File: config.mk
export PLATFORM = sky130hd
export DESIGN_NAME = congestion_window_controller
export DESIGN_NICKNAME = d
export VERILOG_FILES = /design/src/design/cwc_pkg.sv /design/src/design/cwc_state.sv /design/src/design/congestion_window_controller.sv
export SDC_FILE = /design/constraint.sdc
export NUM_CORES = 1
export LEC_CHECK = 0
export ABC_AREA = 1
export BUFFER_PORTS_ARGS = -buffer_cell sky130_fd_sc_hd__buf_2
export CAP_MARGIN = 20
export CELL_PAD_IN_SITES_DETAIL_PLACEMENT = 2
export CELL_PAD_IN_SITES_GLOBAL_PLACEMENT = 2
export CORE_MARGIN = 1.5
export CORE_UTILIZATION = 38
export DETAILED_ROUTE_END_ITERATION = 8
export PLACE_DENSITY_LB_ADDON = 0.1
export SYNTH_ARGS = -nofsm -noshare
export SYNTH_HDL_FRONTEND = slang
export SYNTH_HIERARCHICAL = 1
export SYNTH_SLANG_ARGS = --single-unit
export TNS_END_PERCENT = 100
File: constraint.sdc
create_clock -name aclk -period 8.7 [get_ports aclk]
set_input_delay 0.87 -clock aclk [delete_from_list [all_inputs] [get_ports aclk]]
set_output_delay 0.87 -clock aclk [all_outputs]
set_load 0.03 [all_outputs]
File: src/design/cwc_pkg.sv
// Shared types and constants for the congestion window controller.
// Used by cwc_state and congestion_window_controller; no dependencies.
package cwc_pkg;

    localparam int WINDOW_BITS = 16;
    localparam int THR_BITS    = 16;
    localparam int ACK_BITS    = 31;
    localparam int OUT_WIN_BITS = 16;

    localparam logic [WINDOW_BITS-1:0] WIN_MAX  = {WINDOW_BITS{1'b1}};
    localparam logic [WINDOW_BITS-1:0] WIN_ONE  = WINDOW_BITS'(1);
    localparam logic [THR_BITS-1:0]    THR_MAX  = {THR_BITS{1'b1}};
    localparam logic [THR_BITS-1:0]    THR_MIN  = THR_BITS'(2);
    localparam logic [THR_BITS-1:0]    THR_RESET = THR_BITS'(64);
    localparam logic [31:0]            SMALL_WIN_LIMIT = 32'd4;

    localparam logic ACT_ACK  = 1'b0;
    localparam logic ACT_LOSS = 1'b1;

    typedef enum logic [1:0] {
        MODE_SLOW    = 2'd0,
        MODE_AVOID   = 2'd1,
        MODE_RECOVER = 2'd2
    } mode_t;

    typedef struct packed {
        logic                action;
        logic [ACK_BITS-1:0] ack_number;
    } event_t;

    typedef struct packed {
        logic                    window_recorded;
        logic [1:0]              mode;
        logic [THR_BITS-1:0]     threshold;
        logic [OUT_WIN_BITS-1:0] window_size;
    } result_t;

    function automatic logic [WINDOW_BITS-1:0] win_inc(input logic [WINDOW_BITS-1:0] w);
        return (w == WIN_MAX) ? WIN_MAX : w + WIN_ONE;
    endfunction

endpackage

File: src/design/cwc_state.sv
// Connection state registers and the per-request update logic.
// Depends on cwc_pkg.
module cwc_state
    import cwc_pkg::*;
(
    input  logic                aclk,
    input  logic                aresetn,
    input  logic                cfg_write,
    input  logic [THR_BITS-1:0] cfg_data,
    input  logic                advance,
    input  event_t              evt,
    output result_t             result
);

    logic [WINDOW_BITS-1:0] window_reg, window_next;
    logic [THR_BITS-1:0]    threshold_reg, threshold_next;
    mode_t                  mode_reg, mode_next;
    logic [WINDOW_BITS-1:0] round_reg, round_next;
    logic [ACK_BITS-1:0]    mark_reg, mark_next;
    logic                   recorded;
    logic [WINDOW_BITS-1:0] win_plus;
    logic [WINDOW_BITS-1:0] round_plus;
    logic [31:0]            half_ext;
    logic [31:0]            win_ext;
    logic [31:0]            out_win_ext;

    assign win_plus   = win_inc(window_reg);
    assign round_plus = win_inc(round_reg);
    assign win_ext    = 32'(window_reg);
    assign half_ext   = 32'(window_reg >> 1);

    always_comb begin
        window_next    = window_reg;
        threshold_next = threshold_reg;
        mode_next      = mode_reg;
        round_next     = round_reg;
        mark_next      = mark_reg;
        recorded       = 1'b0;
        if (evt.action == ACT_LOSS) begin
            mark_next = evt.ack_number;
            if (win_ext > SMALL_WIN_LIMIT) begin
                threshold_next = (half_ext > 32'(THR_MAX)) ? THR_MAX : half_ext[THR_BITS-1:0];
            end else begin
                threshold_next = THR_MIN;
            end
            window_next = WIN_ONE;
            mode_next   = MODE_RECOVER;
            recorded    = 1'b1;
        end else begin
            unique case (mode_reg)
                MODE_SLOW: begin
                    window_next = win_plus;
                    recorded    = 1'b1;
                    if (32'(win_plus) >= 32'(threshold_reg)) begin
                        mode_next = MODE_AVOID;
                    end
                end
                MODE_AVOID: begin
                    round_next = round_plus;
                    if (round_plus >= window_reg) begin
                        window_next = win_plus;
                        round_next  = '0;
                        recorded    = 1'b1;
                    end
                end
                MODE_RECOVER: begin
                    window_next = win_plus;
                    if (evt.ack_number > mark_reg) begin
                        mode_next = MODE_SLOW;
                    end
                end
                default: begin
                end
            endcase
        end
    end

    assign out_win_ext            = 32'(window_next);
    assign result.window_size     = out_win_ext[OUT_WIN_BITS-1:0];
    assign result.threshold       = threshold_next;
    assign result.mode            = mode_next;
    assign result.window_recorded = recorded;

    always_ff @(posedge aclk) begin
        if (!aresetn) begin
            window_reg    <= WIN_ONE;
            threshold_reg <= THR_RESET;
            mode_reg      <= MODE_SLOW;
            round_reg     <= '0;
            mark_reg      <= '0;
        end else if (cfg_write) begin
            threshold_reg <= cfg_data;
        end else if (advance) begin
            window_reg    <= window_next;
            threshold_reg <= threshold_next;
            mode_reg      <= mode_next;
            round_reg     <= round_next;
            mark_reg      <= mark_next;
        end
    end

    a_loss_resets_window: assert property (@(posedge aclk) disable iff (!aresetn)
        advance && !cfg_write && evt.action == ACT_LOSS
        |=> window_reg == WIN_ONE && mode_reg == MODE_RECOVER)
        else $error("loss did not reset the window");

    a_small_loss_threshold: assert property (@(posedge aclk) disable iff (!aresetn)
        advance && !cfg_write && evt.action == ACT_LOSS && win_ext <= SMALL_WIN_LIMIT
        |=> threshold_reg == THR_MIN)
        else $error("threshold after a small-window loss is not two");

    a_window_nonzero: assert property (@(posedge aclk) disable iff (!aresetn)
        window_reg != '0)
        else $error("window reached zero");

    a_state_holds: assert property (@(posedge aclk) disable iff (!aresetn)
        !advance && !cfg_write
        |=> $stable(window_reg) && $stable(mode_reg) && $stable(round_reg))
        else $error("state changed without a request");

endmodule

File: src/design/congestion_window_controller.sv
// Top level of the congestion window controller: input register, output register
// and the handshakes around them. Depends on cwc_pkg and cwc_state.
//
//  Channel   Direction  Handshake             Contents
//  s_        in         s_tvalid / s_tready   one event request
//  m_        out        m_tvalid / m_tready   one result per event
//  cfg_      in         cfg_valid / cfg_ready initial slow start threshold
//
// A request is registered on entry, evaluated against the state when the output register
// can take it and lands there; one request per cycle while the output is not stalled.
// The state update happens with the output register load, unless a cfg write takes priority.
// A stalled output holds its result and the input register keeps one more request.
// Reset is synchronous and active low; the configuration port is always ready.
module congestion_window_controller
    import cwc_pkg::*;
(
    input  logic                aclk,
    input  logic                aresetn,
    input  logic                s_tvalid,
    output logic                s_tready,
    input  logic [31:0]         s_tdata,   // [30:0] ack_number, [31] unused
    input  logic                s_tuser,   // [0] action
    output logic                m_tvalid,
    input  logic                m_tready,
    output logic [39:0]         m_tdata,   // [15:0] window_size, [31:16] threshold,
                                           // [33:32] mode, [34] window_recorded, [39:35] zero
    input  logic                cfg_valid,
    output logic                cfg_ready,
    input  logic [THR_BITS-1:0] cfg_data
);

    logic    in_valid_reg, in_valid_next;
    event_t  in_evt_reg;
    logic    out_valid_reg, out_valid_next;
    result_t out_res_reg;
    result_t result;
    logic    advance;
    logic    s_accept;

    assign advance   = in_valid_reg && (!out_valid_reg || m_tready);
    assign s_tready  = !in_valid_reg || advance;
    assign s_accept  = s_tvalid && s_tready;
    assign cfg_ready = 1'b1;

    assign in_valid_next  = s_accept ? 1'b1 : (advance ? 1'b0 : in_valid_reg);
    assign out_valid_next = advance ? 1'b1 : (m_tready ? 1'b0 : out_valid_reg);

    always_ff @(posedge aclk) begin
        if (!aresetn) begin
            in_valid_reg  <= 1'b0;
            out_valid_reg <= 1'b0;
        end else begin
            in_valid_reg  <= in_valid_next;
            out_valid_reg <= out_valid_next;
        end
    end

    always_ff @(posedge aclk) begin
        if (s_accept) begin
            in_evt_reg.action     <= s_tuser;
            in_evt_reg.ack_number <= s_tdata[ACK_BITS-1:0];
        end
        if (advance) begin
            out_res_reg <= result;
        end
    end

    cwc_state u_state (
        .aclk     (aclk),
        .aresetn  (aresetn),
        .cfg_write(cfg_valid && cfg_ready),
        .cfg_data (cfg_data),
        .advance  (advance),
        .evt      (in_evt_reg),
        .result   (result)
    );

    assign m_tvalid = out_valid_reg;
    assign m_tdata  = {5'b0, out_res_reg};

endmodule
# After elaboration in Yosys (flattened, before gate mapping)
# Index checks and enable logic that the tools add are counted.
# W data, S select, Z words.
dict set report totals {
  in_bits 54
  out_inout_bits 43
  word_cells 61
  regBits 150
}
dict set report classes {
  n_reduce_logical 14
  muxes 21
  bitwise_logic 2
  eq_ne 4
  add_sub_neg 2
  n_lt_le_gt_ge 5
}
# operator count
set ops {}
lappend ops {{$mux W16} 10}
lappend ops {{$add A16 B1 Y16 const B} 2}
lappend ops {{$eq A16 B16 Y1 const B} 2}
lappend ops {{$ge A16 B16 Y1} 2}
lappend ops {{$pmux W16 S2} 1}
lappend ops {{$gt A31 B31 Y1} 1}
lappend ops {{$gt A15 B16 Y1 const B} 1}
lappend ops {{$gt A16 B3 Y1 const B} 1}
lappend ops {{$mux W2} 3}
lappend ops {{$reduce_bool A2 Y1} 3}
lappend ops {{$mux W1} 5}
lappend ops {{$pmux W2 S2} 1}
lappend ops {{$reduce_and A4 Y1} 1}
lappend ops {{$reduce_and A3 Y1} 1}
lappend ops {{$eq A2 B1 Y1 const B} 1}
lappend ops {{$eq A2 B2 Y1 const B} 1}
lappend ops {{$logic_and A1 B1 Y1} 2}
lappend ops {{$logic_not A1 Y1} 2}
lappend ops {{$logic_not A2 Y1} 1}
lappend ops {{$logic_or A1 B1 Y1} 2}
lappend ops {{$not A1 Y1} 2}
lappend ops {{$pmux W1 S2} 1}
lappend ops {{$reduce_and A2 Y1} 1}
lappend ops {{$reduce_or A2 Y1} 1}

# Depth between registers and ports, before layout
dict set report logic_depth {
  depth_word 6
  depth_mapped 20
  mapped_depth_nobuf 20
}

# By module
# Netlist, hierarchy kept.
# module n_inst seq_area_each_um2 area_per_inst_um2 cells_per_inst
set by_module_without_submodules {}
lappend by_module_without_submodules {cwc_state 1 1621.6 6369.9 989}
lappend by_module_without_submodules {congestion_window_controller 1 2052.0 2159.6 88}

# Worst setup path before layout
# OpenSTA, ideal clock, no wires.
dict set report synth_timing {
  path_type {in2reg}
  from {input m_tready}
  to {register u_state.round_reg[11]}
  stages 9
  path_slack_ns 4.635
  n_path_buf 1
  required_ns 8.630
  arrival_time_ns 3.995
  cell_sequence {inv_1 > a21oi_1 > inv_1 > nor2_4 > nand3_1 > nor2_4 > buf_6 > nand2_1 > a21oi_1}
}
dict set report synth_between {
  elab_chain_cells 3
}
# element line
set synth_lines {}
lappend synth_lines {{from (decl)} congestion_window_controller.sv:24} ;# input logic m_tready,
lappend synth_lines {{$logic_or A1 B1 Y1} congestion_window_controller.sv:40} ;# assign advance = in_valid_reg && (!out_valid_reg || m_tready);
lappend synth_lines {{$logic_and A1 B1 Y1} congestion_window_controller.sv:40}
lappend synth_lines {{via advance} congestion_window_controller.sv:37} ;# logic advance;
lappend synth_lines {{$reduce_and A4 Y1 (no source line)} --}
lappend synth_lines {{to (signal assigned)} cwc_state.sv:97} ;# round_reg <= round_next;
lappend synth_lines {{to (decl)} cwc_state.sv:18} ;# logic [WINDOW_BITS-1:0] round_reg, round_next;
# The timed path passes the listed nets, and every way through them passes these cells.
# A chain may end at the register's enable or synchronous reset.

# Final worst setup path
dict set report layout_timing {
  from {register u_state.round_reg[0]}
  to {register u_state.round_reg[0]}
}
dict set report layout_between {
  elab_chain_cells 4
}
# element line
set layout_lines {}
lappend layout_lines {{$add A16 B1 Y16 or $eq A16 B16 Y1 (tied branches)} cwc_pkg.sv:39} ;# return (w == WIN_MAX) ? WIN_MAX : w + WIN_ONE;
lappend layout_lines {{$mux W16 (*)} cwc_pkg.sv:39}
lappend layout_lines {{$ge A16 B16 Y1} cwc_state.sv:60} ;# if (round_plus >= window_reg) begin
lappend layout_lines {{$mux W16 (*)} cwc_state.sv:60}
# Every way passes the cells marked *; elsewhere a longest branch is shown, timed or not.

==> results.md <==
* Crit path required time at 9.07 ns
* Final setup fails at 0
* Row Count at 54
* Period utilization at 48.84%
* # port buffers at 89
* Post_cts resized at 0
* Non-filler instance count after layout at around 1400
* Drt via density at approximately 5.3
* Post-synthesis cell count at 1077
* Crit path time final at 4.249 ns
* Net Switching at 525.2 uW
* Multiplexer area fraction after synthesis at 0%
* Worst vdd ir at 0.08713 mV
* Crit path max fanout at 18
* Post-CTS Setup Bufs at 0
* # hold bufs at CTS at 0
* Main combinational cell family by area after synthesis: simple AND/OR/NAND/NOR gates
* Xor and xnor area share after synthesis at 0.8215%
* Skew-Pair Late Insertion Delay at 0.44 ns
* Max cap viols at 0
* Kind of path behind the tightest hold check: register to register
* Switching Fraction at 29.66%
* Drt pass-1 iters at 5
* Met2 global-route usage at between 40% and 50%
* Largest net degree at the start of global routing at 64
* Initial drt markers at 303
* Leakage at 0.004241 uW
* GR peak layer: met2
* RSZ-0062 raised after global routing: false
* Effective utilization at floorplan at 38.96%
* Post-synthesis register bit count at 150
* Async S/R FF share, synth at 0%
* Die Span X at 152.8 um
* Seq pwr share at 44.8%
* Met3 GRT Util at 3.969%
* Ys flop type: dfxtp_1
* Placed insts at 1408
* Critical Path Source: u_state/round_reg[0]$_SDFFE_PN0P_
* Reg2reg start: u_state/round_reg[0]$_SDFFE_PN0P_
* First-pass GRT wire length at 44510 um
* Number of buffers created by CTS at 17
* Worst Skew at 0.01115 ns
* Clk root buf: clkbuf_16
* Register area share after synthesis at 43.07%
* Distinct cells, synth at 46
* Hold Path Origin: u_state/mark_reg[20]$_SDFFE_PN0P_
* Total Neg Setup Slack at 0 ns
* Critical path startpoint category: register
* Status: complete, no violations
* GRT overflow at 0
* CTS max path bufs at 2
* Internal Power at 1246 uW
* Combinational share of power at a little over an eighth
* Fmax at between 200 and 250 MHz
* Crit path DAT at 4.62 ns
* Met1 GRT Util at between 20 and 30%
* Fin. Hold Viols at 0
* Final #Nets at ~1300
* Layout Area Growth over Synthesis at 14.48%
* Core ar. at between 20000 and 25000 sq um
* Detailed-route via count at approximately 7700
* Die height at 152.8 um
* DP HPWL at 19730 um
* Clk pwr share at 41.7%
* IO Pins at 97
* Critical path endpoint category: register
* Initial antenna violation count at 2
* Routability cong. at 0.8023
* Syn avg cell area at about 7.9 sq um
* Avg WL per Cell at 19.23 um
* H-tree levels at 4
* Warnings, synthesis at 6
* CTS Sinks at 150
* Pwr per Cell Area at 181.4 nW/um^2
* CP Class: register to register
* Post-synth EDFFs at 67
* Slew headroom at 36.52%
* Final number of max-transition violations at 0
* Share of cells above drive strength 1 at 15.07%
* GR Util All Layers at 24.23%
* Synth Area in Adders at 9.682%
* Simple-gate share of the synthesized area at 23.29%
* CTS tree: built
* Synth Area in Compound Gates at between 10% and 20%
* Die area at 23350 sq um
* Clk slew on worst S/H paths at 0.07 ns
* Worst Tran Pin Value at about 0.95 ns
* DRC errors left at 0
* Vias in the first global route at 8207
* Antenna viol nets, final at 0
* Post-Syn Area at about 8500 sq um
* WL final at 27720 um
* Number of flip-flops in the largest register at 35
Yosys cell counts (7+ instances only):
library cell,number,share of area (%)
a21oi_1,105,6.2
a21oi_2,7,0.72
a31oi_1,14,1.0
buf_2,10,0.59
buf_4,7,0.62
clkbuf_1,26,1.1
dfxtp_1,83,19
edfxtp_1,67,24
ha_1,66,9.7
inv_1,144,6.3
nand2_1,259,11
nand2_2,7,0.51
nand3_1,73,4.3
nand4_1,14,1.0
nor2_1,48,2.1
nor3_1,7,0.41
o21ai_0,72,4.2
xor2_1,7,0.72
kinds of logic after synthesis:
group                      Yosys count
DFF                                150
adders and majority gates           66
buffers and inverters              201
AOI/OAI and AO/OA                  215
xor gates and xnor gates             8
and+or+nand+nor                    435
other                                2
power by group through the flow:
stage	logic (uW)	clock network (uW)	registers, uW
after CTS	241	758	794
final	238	739	794
after global placement	224	0	808
after detailed placement	237	0	809
after floorplan	145	0	816
after global routing	266	783	798
final cells by class:
| type | instances | area [sq um] |
|---|---|---|
| fillers | 2529 | 12130 |
| clock buffers | 17 | 425.4 |
| diodes | 1 | 2.502 |
| inverters | 152 | 571.8 |
| multi-input cells | 730 | 4073 |
| flip-flops and latches | 150 | 3674 |
| repair buffers | 97 | 521.8 |
| clock inverters | 15 | 146.4 |
| well taps | 280 | 350.3 |
per-layer routing:
layer / vias up / wire, um
met5: - / 12
met4: 2 / 533
met3: 40 / 886
met2: 133 / 14150
met1: 3792 / 12140
li1: 3695 / -
stage by stage:
step	cell area [sq um]	worst slack, ns	utilization, %	hold slack, ns	power (uW)
2_1_floorplan	8544	4.635	-	0.4331	961.1
3_3_place_gp	9159	4.484	41.84	0.4444	1032
3_5_place_dp	9170	4.440	41.89	0.4511	1046
4_1_cts	9742	4.404	44.50	0.4620	1793
5_1_grt	9764	3.969	44.60	0.4868	1847
6_report	9764	4.451	44.60	0.4579	1771
layout by cell type, fill, tap and decap left out, types with 5 or more instances in the layout:
cell type,instances
xor2_1,7
clkbuf_16,17
a21oi_1,104
a21oi_2,7
nor2_1,48
o21ai_0,72
dfxtp_1,83
nand4_1,14
nor3_1,7
ha_1,66
inv_6,5
a31oi_1,14
buf_4,6
nand3_2,5
edfxtp_1,67
nand3_1,73
nand2_2,8
nand2_1,258
buf_2,89
conb_1,6
inv_1,144
nor2_4,5
inv_2,5
worst paths after layout:
| path | to | slack [ns] | depth (start not counted) |
|---|---|---|---|
| setup / recovery | u_state/round_reg[0]$_SDFFE_PN0P_ | 4.45 | 13 |
| hold / removal | u_state/mark_reg[20]$_SDFFE_PN0P_ | 0.46 | 2 |
| hold reg to reg | u_state/mark_reg[20]$_SDFFE_PN0P_ | 0.46 | 2 |
| setup reg to reg | u_state/round_reg[0]$_SDFFE_PN0P_ | 4.45 | 13 |
critical path, cell delays in order, from the launching register on:
cell	delay, ns
dfxtp_1	0.38
ha_1	0.24
nand3_2	0.16
nor4_4	0.23
nand3_2	0.35
nand3_1	0.26
ha_1	0.29
a21oi_1	0.16
o21ai_1	0.09
nor2_2	0.74
nand2_2	0.45
nor2_4	0.49
o21ai_0	0.18
a21oi_1	0.14
(Power assumes the default switching activity.)
